## config.mk

```make
export PLATFORM = sky130hd
export DESIGN_NAME = line_rasterizer
export DESIGN_NICKNAME = d
export VERILOG_FILES = /design/src/rtl/core/lr_pkg.sv /design/src/rtl/core/lr_front.sv /design/src/rtl/core/lr_fifo.sv /design/src/rtl/core/lr_back.sv /design/src/rtl/core/line_rasterizer.sv
export VERILOG_INCLUDE_DIRS = /design/src /design/src/rtl/core
export SDC_FILE = /design/constraint.sdc
export NUM_CORES = 1
export LEC_CHECK = 0
export BUFFER_PORTS_ARGS = -buffer_cell sky130_fd_sc_hd__buf_4
export CAP_MARGIN = 30
export CORE_ASPECT_RATIO = 0.5
export CORE_MARGIN = 2
export CORE_UTILIZATION = 35
export DETAILED_ROUTE_END_ITERATION = 12
export MAX_ROUTING_LAYER = met4
export PLACE_DENSITY = 0.51
export REMOVE_ABC_BUFFERS = 1
export SLEW_MARGIN = 20
export SYNTH_ARGS = -nofsm -noshare
export SYNTH_HDL_FRONTEND = slang
export SYNTH_SLANG_ARGS = --single-unit
```

## constraint.sdc

```tcl
create_clock -name clock -period 8.9 [get_ports clock]
set_input_delay 1.78 -clock clock [delete_from_list [all_inputs] [get_ports clock]]
set_output_delay 1.78 -clock clock [all_outputs]
set_load 0.05 [all_outputs]
```

## src/rtl/core/line_rasterizer_assert.svh

```systemverilog
// Assertion macros for the line rasterizer.
`ifndef LINE_RASTERIZER_ASSERT_SVH
`define LINE_RASTERIZER_ASSERT_SVH

// Antecedent implies consequent in the same cycle.
`define LR_ASSERT_SAME(label, clk, rst, ante, cons) \
   label: assert property (@(posedge clk) disable iff (rst) (ante) |-> (cons)) \
      else $error("line_rasterizer: same-cycle check failed");

// Antecedent implies consequent in the next cycle.
`define LR_ASSERT_NEXT(label, clk, rst, ante, cons) \
   label: assert property (@(posedge clk) disable iff (rst) (ante) |=> (cons)) \
      else $error("line_rasterizer: next-cycle check failed");

`endif

```

## src/rtl/core/lr_pkg.sv

```systemverilog
// Shared types, constants and helpers for the line rasterizer.
package lr_pkg;

   localparam int COORD_BITS_DEFAULT = 12;
   localparam int COLOR_BITS         = 16;
   localparam int QUEUE_DEPTH        = 2;

   localparam logic KIND_START = 1'b0;
   localparam logic KIND_STEP  = 1'b1;

   localparam logic [1:0] DIR_NONE = 2'd0;
   localparam logic [1:0] DIR_UP   = 2'd1;
   localparam logic [1:0] DIR_DOWN = 2'd3;

   typedef struct packed {
      logic       is_step;
      logic [1:0] dir_x;
      logic [1:0] dir_y;
   } cmd_ctl_type;

   typedef struct packed {
      logic active;
      logic emit;
      logic emit_last;
   } lr_status_type;

   // ctl, mag_x, mag_y, span, x0, y0, color
   function automatic int entry_bits(int coord_bits);
      return $bits(cmd_ctl_type) + 5 * coord_bits + COLOR_BITS;
   endfunction

endpackage

```

## src/rtl/core/lr_front.sv

```systemverilog
// Front end: accepts transactions and precomputes line setup.
module lr_front #(
   parameter int COORD_BITS = lr_pkg::COORD_BITS_DEFAULT
) (
   input  logic                                       req_push,
   output logic                                       req_full,
   input  logic                                       req_kind,
   input  logic [COORD_BITS-1:0]                      req_x_start,
   input  logic [COORD_BITS-1:0]                      req_y_start,
   input  logic [COORD_BITS-1:0]                      req_x_end,
   input  logic [COORD_BITS-1:0]                      req_y_end,
   input  logic [lr_pkg::COLOR_BITS-1:0]              req_color,
   input  logic                                       q_full,
   output logic                                       q_push,
   output logic [lr_pkg::entry_bits(COORD_BITS)-1:0]  q_data
);
   import lr_pkg::*;

   cmd_ctl_type           ctl;
   logic [COORD_BITS-1:0] mag_x;
   logic [COORD_BITS-1:0] mag_y;
   logic [COORD_BITS-1:0] span;
   logic                  x_gt, x_lt, y_gt, y_lt;

   assign req_full = q_full;
   assign q_push   = req_push && !q_full;

   always_comb begin
      x_gt  = req_x_end > req_x_start;
      x_lt  = req_x_end < req_x_start;
      y_gt  = req_y_end > req_y_start;
      y_lt  = req_y_end < req_y_start;
      mag_x = x_gt ? (req_x_end - req_x_start) : (req_x_start - req_x_end);
      mag_y = y_gt ? (req_y_end - req_y_start) : (req_y_start - req_y_end);
      span  = (mag_x > mag_y) ? mag_x : mag_y;
      ctl.is_step = (req_kind == KIND_STEP);
      ctl.dir_x   = x_gt ? DIR_UP : (x_lt ? DIR_DOWN : DIR_NONE);
      ctl.dir_y   = y_gt ? DIR_UP : (y_lt ? DIR_DOWN : DIR_NONE);
   end

   assign q_data = {ctl, mag_x, mag_y, span, req_x_start, req_y_start, req_color};

endmodule

```

## src/rtl/core/lr_fifo.sv

```systemverilog
// Short command queue between the front and back ends.
module lr_fifo #(
   parameter int WIDTH = 8,
   parameter int DEPTH = lr_pkg::QUEUE_DEPTH
) (
   input  logic             clock,
   input  logic             reset,
   input  logic             push,
   input  logic [WIDTH-1:0] wr_data,
   input  logic             pop,
   output logic [WIDTH-1:0] rd_data,
   output logic             full,
   output logic             empty
);
   import lr_pkg::*;

   localparam int PTR_BITS = (DEPTH > 1) ? $clog2(DEPTH) : 1;
   localparam int CNT_BITS = $clog2(DEPTH + 1);
   localparam logic [PTR_BITS-1:0] PTR_LAST = PTR_BITS'(DEPTH - 1);
   localparam logic [CNT_BITS-1:0] CNT_FULL = CNT_BITS'(DEPTH);

   logic [WIDTH-1:0]    mem_ff [DEPTH];
   logic [PTR_BITS-1:0] wr_ptr_ff, wr_ptr_in;
   logic [PTR_BITS-1:0] rd_ptr_ff, rd_ptr_in;
   logic [CNT_BITS-1:0] count_ff, count_in;
   logic                do_push, do_pop;

   assign full    = (count_ff == CNT_FULL);
   assign empty   = (count_ff == '0);
   assign do_push = push && !full;
   assign do_pop  = pop && !empty;
   assign rd_data = mem_ff[rd_ptr_ff];

   always_comb begin
      wr_ptr_in = wr_ptr_ff;
      rd_ptr_in = rd_ptr_ff;
      count_in  = count_ff;
      if (do_push) begin
         wr_ptr_in = (wr_ptr_ff == PTR_LAST) ? '0 : wr_ptr_ff + PTR_BITS'(1);
      end
      if (do_pop) begin
         rd_ptr_in = (rd_ptr_ff == PTR_LAST) ? '0 : rd_ptr_ff + PTR_BITS'(1);
      end
      if (do_push && !do_pop) begin
         count_in = count_ff + CNT_BITS'(1);
      end else if (do_pop && !do_push) begin
         count_in = count_ff - CNT_BITS'(1);
      end
   end

   always_ff @(posedge clock) begin
      if (reset) begin
         wr_ptr_ff <= '0;
         rd_ptr_ff <= '0;
         count_ff  <= '0;
      end else begin
         wr_ptr_ff <= wr_ptr_in;
         rd_ptr_ff <= rd_ptr_in;
         count_ff  <= count_in;
      end
   end

   always_ff @(posedge clock) begin
      if (do_push) begin
         mem_ff[wr_ptr_ff] <= wr_data;
      end
   end

endmodule

```

## src/rtl/core/lr_back.sv

```systemverilog
// Back end: line state, error stepping and the pixel output register.
module lr_back #(
   parameter int COORD_BITS = lr_pkg::COORD_BITS_DEFAULT
) (
   input  logic                                       clock,
   input  logic                                       reset,
   input  logic                                       q_empty,
   input  logic [lr_pkg::entry_bits(COORD_BITS)-1:0]  q_data,
   output logic                                       q_pop,
   output logic                                       rsp_empty,
   input  logic                                       rsp_pop,
   output logic [COORD_BITS-1:0]                      rsp_pixel_x,
   output logic [COORD_BITS-1:0]                      rsp_pixel_y,
   output logic [lr_pkg::COLOR_BITS-1:0]              rsp_pixel_color,
   output logic                                       rsp_last,
   output lr_pkg::lr_status_type                      status
);
   import lr_pkg::*;

   localparam int C = COORD_BITS;

   cmd_ctl_type         h_ctl;
   logic [C-1:0]        h_mag_x, h_mag_y, h_span, h_x0, h_y0;
   logic [COLOR_BITS-1:0] h_color;

   logic [C-1:0]        cur_x_ff, cur_x_in, cur_y_ff, cur_y_in;
   logic [C:0]          err_x_ff, err_x_in, err_y_ff, err_y_in;
   logic [C-1:0]        mag_x_ff, mag_x_in, mag_y_ff, mag_y_in;
   logic [1:0]          dir_x_ff, dir_x_in, dir_y_ff, dir_y_in;
   logic [C-1:0]        span_ff, span_in;
   logic [C:0]          remaining_ff, remaining_in;
   logic [COLOR_BITS-1:0] color_ff, color_in;
   logic                active_ff, active_in;

   logic                out_valid_ff, out_valid_in;
   logic [C-1:0]        out_x_ff, out_y_ff;
   logic [COLOR_BITS-1:0] out_color_ff;
   logic                out_last_ff;

   logic                out_free, emit, last_now;
   logic [C:0]          sum_x, sum_y, span_ext;
   logic                mv_x, mv_y;

   function automatic logic [C-1:0] axis_move(logic [C-1:0] c, logic [1:0] dir);
      logic [C-1:0] r;
      case (dir)
         DIR_UP:   r = c + C'(1);
         DIR_DOWN: r = c - C'(1);
         default:  r = c;
      endcase
      return r;
   endfunction

   assign {h_ctl, h_mag_x, h_mag_y, h_span, h_x0, h_y0, h_color} = q_data;

   assign out_free = !out_valid_ff || rsp_pop;
   assign emit     = !q_empty && h_ctl.is_step && active_ff && out_free;
   assign q_pop    = !q_empty && (!h_ctl.is_step || !active_ff || out_free);
   assign last_now = (remaining_ff <= (C+1)'(1));

   assign span_ext = {1'b0, span_ff};
   assign sum_x    = err_x_ff + {1'b0, mag_x_ff};
   assign sum_y    = err_y_ff + {1'b0, mag_y_ff};
   assign mv_x     = sum_x > span_ext;
   assign mv_y     = sum_y > span_ext;

   always_comb begin
      cur_x_in     = cur_x_ff;
      cur_y_in     = cur_y_ff;
      err_x_in     = err_x_ff;
      err_y_in     = err_y_ff;
      mag_x_in     = mag_x_ff;
      mag_y_in     = mag_y_ff;
      dir_x_in     = dir_x_ff;
      dir_y_in     = dir_y_ff;
      span_in      = span_ff;
      remaining_in = remaining_ff;
      color_in     = color_ff;
      active_in    = active_ff;
      if (q_pop && !h_ctl.is_step) begin
         cur_x_in     = h_x0;
         cur_y_in     = h_y0;
         err_x_in     = '0;
         err_y_in     = '0;
         mag_x_in     = h_mag_x;
         mag_y_in     = h_mag_y;
         dir_x_in     = h_ctl.dir_x;
         dir_y_in     = h_ctl.dir_y;
         span_in      = h_span;
         remaining_in = {1'b0, h_span} + (C+1)'(1);
         color_in     = h_color;
         active_in    = 1'b1;
      end else if (emit) begin
         err_x_in = mv_x ? (sum_x - span_ext) : sum_x;
         err_y_in = mv_y ? (sum_y - span_ext) : sum_y;
         cur_x_in = mv_x ? axis_move(cur_x_ff, dir_x_ff) : cur_x_ff;
         cur_y_in = mv_y ? axis_move(cur_y_ff, dir_y_ff) : cur_y_ff;
         if (last_now) begin
            remaining_in = '0;
            active_in    = 1'b0;
         end else begin
            remaining_in = remaining_ff - (C+1)'(1);
         end
      end
   end

   always_comb begin
      out_valid_in = out_valid_ff;
      if (emit) begin
         out_valid_in = 1'b1;
      end else if (rsp_pop) begin
         out_valid_in = 1'b0;
      end
   end

   always_ff @(posedge clock) begin
      if (reset) begin
         active_ff    <= 1'b0;
         out_valid_ff <= 1'b0;
      end else begin
         active_ff    <= active_in;
         out_valid_ff <= out_valid_in;
      end
   end

   always_ff @(posedge clock) begin
      cur_x_ff     <= cur_x_in;
      cur_y_ff     <= cur_y_in;
      err_x_ff     <= err_x_in;
      err_y_ff     <= err_y_in;
      mag_x_ff     <= mag_x_in;
      mag_y_ff     <= mag_y_in;
      dir_x_ff     <= dir_x_in;
      dir_y_ff     <= dir_y_in;
      span_ff      <= span_in;
      remaining_ff <= remaining_in;
      color_ff     <= color_in;
      if (emit) begin
         out_x_ff     <= cur_x_ff;
         out_y_ff     <= cur_y_ff;
         out_color_ff <= color_ff;
         out_last_ff  <= last_now;
      end
   end

   assign rsp_empty       = !out_valid_ff;
   assign rsp_pixel_x     = out_x_ff;
   assign rsp_pixel_y     = out_y_ff;
   assign rsp_pixel_color = out_color_ff;
   assign rsp_last        = out_last_ff;

   assign status.active    = active_ff;
   assign status.emit      = emit;
   assign status.emit_last = emit && last_now;

endmodule

```

## src/rtl/core/line_rasterizer.sv

```systemverilog
// Line rasterizer top level: front end, command queue and back end.
//
// Input channel (req_*): push/full queue. A start transaction (kind 0)
// latches two endpoints and a color and emits nothing; a step transaction
// (kind 1) emits the next pixel of the active line, or nothing when idle.
// Result channel (rsp_*): empty/pop queue carrying x, y, color and last;
// last marks the final pixel of span+1 pixels.
// Throughput: one transaction per cycle while the receiver keeps up, set
// by the error update in the back end and its single output register,
// which reloads in the cycle it is popped.
// A step is written into the two-entry command queue, then leaves it into
// the output register, where its pixel shows.
// When the receiver stalls, the pixel holds, the back end stops on the
// next step, the queue fills and full rises two transactions later.
// Reset (synchronous) empties the queue, drops any line and marks the
// output register empty; no clearing pass is needed.
module line_rasterizer #(
   parameter int COORD_BITS = lr_pkg::COORD_BITS_DEFAULT
) (
   input  logic                          clock,
   input  logic                          reset,
   input  logic                          req_push,
   output logic                          req_full,
   input  logic                          req_kind,
   input  logic [COORD_BITS-1:0]         req_x_start,
   input  logic [COORD_BITS-1:0]         req_y_start,
   input  logic [COORD_BITS-1:0]         req_x_end,
   input  logic [COORD_BITS-1:0]         req_y_end,
   input  logic [lr_pkg::COLOR_BITS-1:0] req_color,
   output logic                          rsp_empty,
   input  logic                          rsp_pop,
   output logic [COORD_BITS-1:0]         rsp_pixel_x,
   output logic [COORD_BITS-1:0]         rsp_pixel_y,
   output logic [lr_pkg::COLOR_BITS-1:0] rsp_pixel_color,
   output logic                          rsp_last
);
   import lr_pkg::*;

   localparam int ENTRY_BITS = entry_bits(COORD_BITS);

   logic                  q_push, q_pop, q_full, q_empty;
   logic [ENTRY_BITS-1:0] q_wr_data, q_rd_data;
   lr_status_type         status;

   lr_front #(.COORD_BITS(COORD_BITS)) u_front (
      .req_push    (req_push),
      .req_full    (req_full),
      .req_kind    (req_kind),
      .req_x_start (req_x_start),
      .req_y_start (req_y_start),
      .req_x_end   (req_x_end),
      .req_y_end   (req_y_end),
      .req_color   (req_color),
      .q_full      (q_full),
      .q_push      (q_push),
      .q_data      (q_wr_data)
   );

   lr_fifo #(.WIDTH(ENTRY_BITS), .DEPTH(QUEUE_DEPTH)) u_fifo (
      .clock   (clock),
      .reset   (reset),
      .push    (q_push),
      .wr_data (q_wr_data),
      .pop     (q_pop),
      .rd_data (q_rd_data),
      .full    (q_full),
      .empty   (q_empty)
   );

   lr_back #(.COORD_BITS(COORD_BITS)) u_back (
      .clock           (clock),
      .reset           (reset),
      .q_empty         (q_empty),
      .q_data          (q_rd_data),
      .q_pop           (q_pop),
      .rsp_empty       (rsp_empty),
      .rsp_pop         (rsp_pop),
      .rsp_pixel_x     (rsp_pixel_x),
      .rsp_pixel_y     (rsp_pixel_y),
      .rsp_pixel_color (rsp_pixel_color),
      .rsp_last        (rsp_last),
      .status          (status)
   );

`include "line_rasterizer_assert.svh"

   `LR_ASSERT_SAME(a_pop_not_empty, clock, reset, q_pop, !q_empty)
   `LR_ASSERT_SAME(a_emit_needs_slot, clock, reset, status.emit, rsp_empty || rsp_pop)
   `LR_ASSERT_SAME(a_emit_when_active, clock, reset, status.emit, status.active && q_pop)
   `LR_ASSERT_NEXT(a_last_goes_idle, clock, reset, status.emit_last, !status.active)
   `LR_ASSERT_NEXT(a_emit_shows, clock, reset, status.emit, !rsp_empty)

endmodule
```

==> flow_metrics.env, run 1 <==
export IMPL_worst_pin_slew_ns=0.922
export IMPL_vias=11700
export IMPL_grt_pass1_vias=11900
export IMPL_numCtsBuffers=35
export IMPL_std_cell_rows=58
export IMPL_synth_simple_gate_area_frac=0.0800
export IMPL_ys_seq_area_frac=0.539
export IMPL_place_area_um2=19300
export IMPL_areaGrowthSynthToFinish_pct=16.0
export IMPL_io_buffers=111
export IMPL_synth_compound_area_frac=0.119
export IMPL_ys_flop_type="edfxtp_1"
export IMPL_cts_hold_fix_buffers=0
export IMPL_clkLatencyLatePin_ns=0.53
export IMPL_status="finished clean"
export IMPL_maxSlewHeadroom=0.385
export IMPL_crit_fanout=21
export IMPL_path_cells="buf_4, inv_1, ha_1, nand4_1, or3_4, nand4b_2, nand2_2, mux2_2, a211o_1, a21o_1, xnor2_1, inv_1, ha_1, nand4_1, a211oi_1, a2111oi_0, nor2_1, buf_4, mux2_2"
export IMPL_slowest_stage="nor2_1"
export IMPL_postCtsSetupRepairBufs=0
export IMPL_grtUsageTotal=0.173
export IMPL_maxCapViolations=0
export IMPL_fp_dieW_um=322
export IMPL_cts_resized=0
export IMPL_period_minus_slack_ns=6.33
export IMPL_synth_top_family_by_area="compound AO/OA/AOI/OAI gates"
export IMPL_drv_slew=0
export IMPL_fin_ws_ns=2.57
export IMPL_crit_arrival_ns=6.61
export IMPL_wl_um=43900
export IMPL_grt_pass1_wl_um=68000
export IMPL_first_pass_iters=5
export IMPL_placed_cells=2253
export IMPL_critical_path_top_delay_family="simple AND/OR/NAND/NOR gates"
export IMPL_dpl_worst_slack_ns=2.03
export IMPL_hold_violations=0
export IMPL_max_vdd_ir_drop_uv=148
export IMPL_drive_above_1_share=0.162
export IMPL_clock_sinks=329
export IMPL_leakagePower_uw=0.00804
export IMPL_yosys_warnings=0
export IMPL_initial_utilization=0.353
export IMPL_startpoint_type="input pin"
export IMPL_grt_setup_unrepaired="false"
export IMPL_cts_clk_slew_worst_paths_ns=0.06
export IMPL_synthMuxAreaShare=0.0734
export IMPL_gp_congestion=0.905
export IMPL_max_freq_mhz=158
export IMPL_cts_htree_levels=2
export IMPL_crit_buf_inv=4
export IMPL_drt_iter0_drc=748
export IMPL_worstSetupStartpoint="req_x_start[8]"
export IMPL_setup_viol_count_final=0
export IMPL_end_kind="register"
export IMPL_reg2reg_from="u_back.mag_x_ff[1]"
export IMPL_required_ns=9.18
export IMPL_syn_area_um2=17700
export IMPL_ant_nets=0
export IMPL_synth_xor_xnor_area_share=0.0459
export IMPL_overflow=0
export IMPL_async_flop_share=0
export IMPL_drcViolationCount=0
export IMPL_clock_path_buffers=3
export IMPL_grt_max_degree=58
export IMPL_yosys_area_share_adder=0.103
export IMPL_layout_nets=1809
export IMPL_stdcell_count=2315
export IMPL_power_density_nw_per_um2=361
export IMPL_root_buffer="clkbuf_16"
export IMPL_fin_util=0.410
export IMPL_critPathKind="in -> reg"
export IMPL_wl_per_cell_um=19.0
export IMPL_synth_edf_count=296
export IMPL_hpwl_um=31600
export IMPL_routed_via_density=5.04
export IMPL_dieArea_um2=52500
export IMPL_ios=112
export IMPL_antenna_found_initial=2
export IMPL_cts_tree="built"
export IMPL_synth_distinct_cells=75
export IMPL_fp_coreArea_um2=50100
export IMPL_die_y_um=163
export IMPL_tns_ns=0
export IMPL_finalCritPeriodShare=0.711
export IMPL_cpPeakStageDelay_ns=0.46
export IMPL_hold_class="reg -> reg"
export IMPL_ys_seq_elements=329
export IMPL_skew_ns=0.0131
export IMPL_fillers=4758
export IMPL_antenna_cells=0
export IMPL_hold_start="u_back.color_ff[5]"
export IMPL_syn_inst=1483
export IMPL_final_area_um2=20600
export IMPL_syn_area_per_cell_um2=11.9
-- cell families (layout without fill, tap and decap cells) --
group | after synthesis | count (layout)
multiplexers | 120 | 120
AND/OR/NAND/NOR | 293 | 293
AO/OA/AOI/OAI | 335 | 335
buffers and inverters | 174 | 316
adder cells (fa/ha/maj) | 140 | 140
flip-flops | 329 | 329
XOR/XNOR | 92 | 92
-- cell usage after synthesis (3+ instances only) --
master	count	area, um^2
a211o_1	7	61.3
a211oi_1	26	195
a21boi_0	9	67.6
a21o_1	28	210
a21oi_1	96	480
a31o_2	4	35.0
a31oi_1	8	50.1
and2_1	4	25.0
and3_1	5	31.3
buf_1	8	30.0
buf_2	12	60.1
buf_6	3	33.8
clkbuf_1	17	63.8
dfxtp_1	33	661
edfxtp_1	296	8890
fa_1	10	200
ha_1	130	1630
inv_1	129	484
mux2_2	58	653
mux2i_1	57	571
nand2_1	88	330
nand2b_1	14	87.6
nand3_1	19	95.1
nand3b_1	3	22.5
nand4_1	16	100
nor2_1	69	259
nor2b_1	21	131
nor3_1	23	115
nor4_1	4	25.0
o211ai_1	10	75.1
o21a_1	13	97.6
o21ai_0	80	400
o21ai_1	3	15.0
o21bai_1	8	60.1
o22ai_1	11	68.8
o31ai_1	5	37.5
o32ai_1	3	26.3
or2_2	5	31.3
or3_1	13	81.3
xnor2_1	62	543
xor2_1	29	254
-- flip-flops by register name, indices dropped and copies added (netlist names), 12 cells and up, named ones only --
signal and count:
u_back.color_ff 16, u_back.mag_y_ff 12, u_back.cur_y_ff 12, u_back.err_y_ff 13, u_back.err_x_ff 13, u_back.rsp_pixel_color 16, u_back.mag_x_ff 12, u_back.rsp_pixel_y 12
u_back.remaining_ff 13, u_back.rsp_pixel_x 12, u_fifo.mem_ff 162, u_back.span_ff 12, u_back.cur_x_ff 12
-- per-layer routing --
metal  wire length, um  track usage
met3              1780       0.0289
met4              1000       0.0489
met1             21600        0.237
met2             19500        0.265
met5                 0            -
-- final timing paths --
check / to / slack (ns) / depth (start not counted)
worst max-delay path: u_fifo.mem_ff[1][47] / 2.57 / 19
worst min-delay path: u_back.rsp_pixel_color[5] / 0.41 / 0
worst min register to register: u_back.rsp_pixel_color[5] / 0.41 / 0
worst max register to register: u_back.cur_x_ff[5] / 4.14 / 17
-- through the flow --
| stage | hold slack, ns | power [uW] |
|---|---|---|
| after global routing | 0.430 | 7950 |
| after detailed placement | 0.408 | 5870 |
| final | 0.414 | 7430 |
| after CTS | 0.419 | 7480 |
| after global placement | 0.403 | 5790 |
| after floorplan | 0.400 | 4960 |
-- cell usage in the layout, fill, tap and decap left out, types with 5 or more instances in the layout --
cell / n
nand4_1: 16
nand2_1: 88
xnor2_1: 62
clkinv_2: 6
o21bai_1: 8
buf_4: 122
fa_1: 10
xor2_1: 29
o211ai_1: 10
ha_1: 130
or2_2: 5
mux2i_1: 57
a21oi_1: 96
nor2b_1: 21
a31oi_1: 8
nand3_1: 19
clkbuf_1: 7
bufinv_16: 7
dfxtp_1: 32
nor3_1: 23
o21a_1: 13
o21ai_0: 80
nand2b_1: 14
or3_1: 13
inv_1: 128
edfxtp_1: 296
a21o_1: 28
a211o_1: 7
o31ai_1: 5
a21boi_0: 9
mux2_2: 58
a211oi_1: 26
nor2_1: 68
o22ai_1: 11
clkbuf_16: 37
-- power by group --
part           total, uW  switching, uW  leakage, uW  internal [uW]
Clock               1590            626     0.000591            965
Sequential          2460            188      0.00300           2270
Combinational       3370           2010      0.00445           1370
Total               7430           2820      0.00804           4610
-- cell type report --
| type | count | area (um^2) | area share |
|---|---|---|---|
| clock buffers | 44 | 952 | 0.0463 |
| clock inverters | 18 | 274 | 0.0133 |
| inverters | 131 | 493 | 0.0240 |
| multi-input cells | 980 | 7480 | 0.364 |
| flip-flops and latches | 329 | 9550 | 0.465 |
| well taps | 690 | 863 | 0.0420 |
| repair buffers | 123 | 931 | 0.0453 |
Note: power is estimated with default switching activity, not from simulation.
==> run 2, diff against run 1 <==
PLACE_DENSITY = 0.53   (was 0.51)
clock period = 5.75 ns   (was 8.9 ns; I/O delays follow)
==> run 2 against run 1 <==
Clock power rose by 43%. Worst setup slack got worse by 2.0 ns. Sequential power rose by 55%. Final cell count rose by 3.5%. Core utilization rose by 1.1 points. Critical path depth rose by 4. Critical path type unchanged. Largest power group unchanged. Highest routed layer unchanged.
==> flow_metrics.env, run 2 (synthesis results as in run 1) <==
export IMPL_status="finished clean"
export IMPL_met2_length_um=19000
export IMPL_wl_per_cell_um=17.5
export IMPL_worst_pin_slew_ns=0.917
export IMPL_maxSlewHeadroom=0.389
export IMPL_drcViolationCount=0
export IMPL_cts_resized=0
export IMPL_max_vdd_ir_drop_uv=236
export IMPL_grt_setup_unrepaired="false"
export IMPL_io_buffers=111
export IMPL_setup_viol_count_final=0
export IMPL_grt_max_degree=57
export IMPL_fp_coreArea_um2=50100
export IMPL_ant_nets=0
export IMPL_final_common_cell="edfxtp_1"
export IMPL_wl_um=42000
export IMPL_placed_cells=2332
export IMPL_hold_class="reg -> reg"
export IMPL_min_path_cells=0
export IMPL_stdcell_count=2396
export IMPL_routed_via_density=4.88
export IMPL_grt_pass1_vias=11600
export IMPL_crit_arrival_ns=5.43
export IMPL_whs_ns=0.420
export IMPL_place_area_um2=19900
export IMPL_std_cell_rows=58
export IMPL_postCtsSetupRepairBufs=0
export IMPL_numCtsBuffers=36
export IMPL_drt_iter0_drc=671
export IMPL_dpl_worst_slack_ns=-0.103
export IMPL_grt_pass1_wl_um=65800
export IMPL_startpoint_type="input pin"
export IMPL_max_freq_mhz=193
export IMPL_layout_nets=1892
export IMPL_final_area_um2=21100
export IMPL_crit_fanout=12
export IMPL_largest_register="u_fifo.mem_ff"
export IMPL_fp_dieW_um=322
export IMPL_power_density_nw_per_um2=542
export IMPL_leakagePower_uw=0.00841
export IMPL_layout_common_cells="edfxtp_1 (296), buf_4 (202), ha_1 (130), inv_1 (128), a21oi_1 (96)"
export IMPL_period_minus_slack_ns=5.18
export IMPL_hpwl_um=30300
export IMPL_clock_path_buffers=3
export IMPL_r2r_cells=16
export IMPL_areaGrowthSynthToFinish_pct=19.2
export IMPL_dieArea_um2=52500
export IMPL_fin_ws_ns=0.575
export IMPL_drive_above_1_share=0.202
export IMPL_first_pass_iters=5
export IMPL_cts_hold_fix_buffers=0
export IMPL_required_ns=6.00
export IMPL_maxCapViolations=0
export IMPL_initial_utilization=0.353
export IMPL_finalCritPeriodShare=0.900
export IMPL_cts_htree_levels=2
export IMPL_drv_slew=0
export IMPL_antenna_found_initial=1
export IMPL_gp_congestion=0.839
export IMPL_rrSetupSlack_ns=1.00
export IMPL_clkLatencyLatePin_ns=0.53
export IMPL_cts_tree="built"
export IMPL_dr_wl_met3_um=1490
export IMPL_critPathKind="in -> reg"
export IMPL_cts_clk_slew_worst_paths_ns=0.06
export IMPL_clock_sinks=329
export IMPL_fillers=4811
export IMPL_ios=112
export IMPL_top_layer_used="met4"
export IMPL_vias=11700
export IMPL_antenna_cells=0
export IMPL_grtUsageTotal=0.167
export IMPL_end_kind="register"
export IMPL_skew_ns=0.0138
export IMPL_hold_violations=0
export IMPL_overflow=0
export IMPL_largest_reg_flops=162
export IMPL_die_y_um=163
export IMPL_root_buffer="clkbuf_16"
export IMPL_wirelength_met1_um=21000
## run 2: critical path: stages
cell and delay, ns:
buf_4 0.11, inv_1 0.05, ha_1 0.19, inv_1 0.06, fa_1 0.39, a211oi_1 0.28
o21ai_1 0.16, nand4b_2 0.14, nand2_2 0.15, mux2_2 0.32, a211o_1 0.28, a21o_1 0.17
xnor2_1 0.18, inv_1 0.09, ha_1 0.32, buf_4 0.14, a21oi_1 0.11, nand2_1 0.07
a2111oi_0 0.50, nor2_2 0.11, buf_12 0.17, buf_4 0.14, mux2i_1 0.12
## run 2: per-stage QoR
stage               utilization  total power (uW)  setup TNS (ns)
floorplan                     -              7680          -18.70
global placement          0.398              9160           -6.23
detailed placement        0.398              9190          -0.994
CTS                       0.420             11500               0
global route              0.421             12300               0
finish                    0.421             11400               0
## run 2: per-layer routing
layer,track usage,vias up
li1,-,5835
met2,0.262,163
met5,-,-
met4,0.0280,0
met1,0.235,5659
met3,0.0244,45
## run 2: report_power, final
part / internal (uW) / switching (uW)
combinational: 2270 / 3090
clock: 1310 / 961
sequential: 3520 / 290
total: 7090 / 4340
## run 2: area by class of cell
class                      instances  area, um^2  area share
clock buffer                      42         933      0.0442
clock inverter                    19         206     0.00978
inverter                         131         494      0.0234
multi-input combinational        980        7490       0.355
sequential                       329        9550       0.452
tap                              690         863      0.0409
timing repair buffer             205        1580      0.0747
## run 2: final timing paths
kind | from | endpoint
setup / recovery | req_x_end[0] | u_fifo.mem_ff[0][48]
hold / removal | u_back.color_ff[13] | u_back.rsp_pixel_color[13]
setup reg to reg | u_back.mag_x_ff[1] | u_back.cur_x_ff[9]
hold reg to reg | u_back.color_ff[13] | u_back.rsp_pixel_color[13]
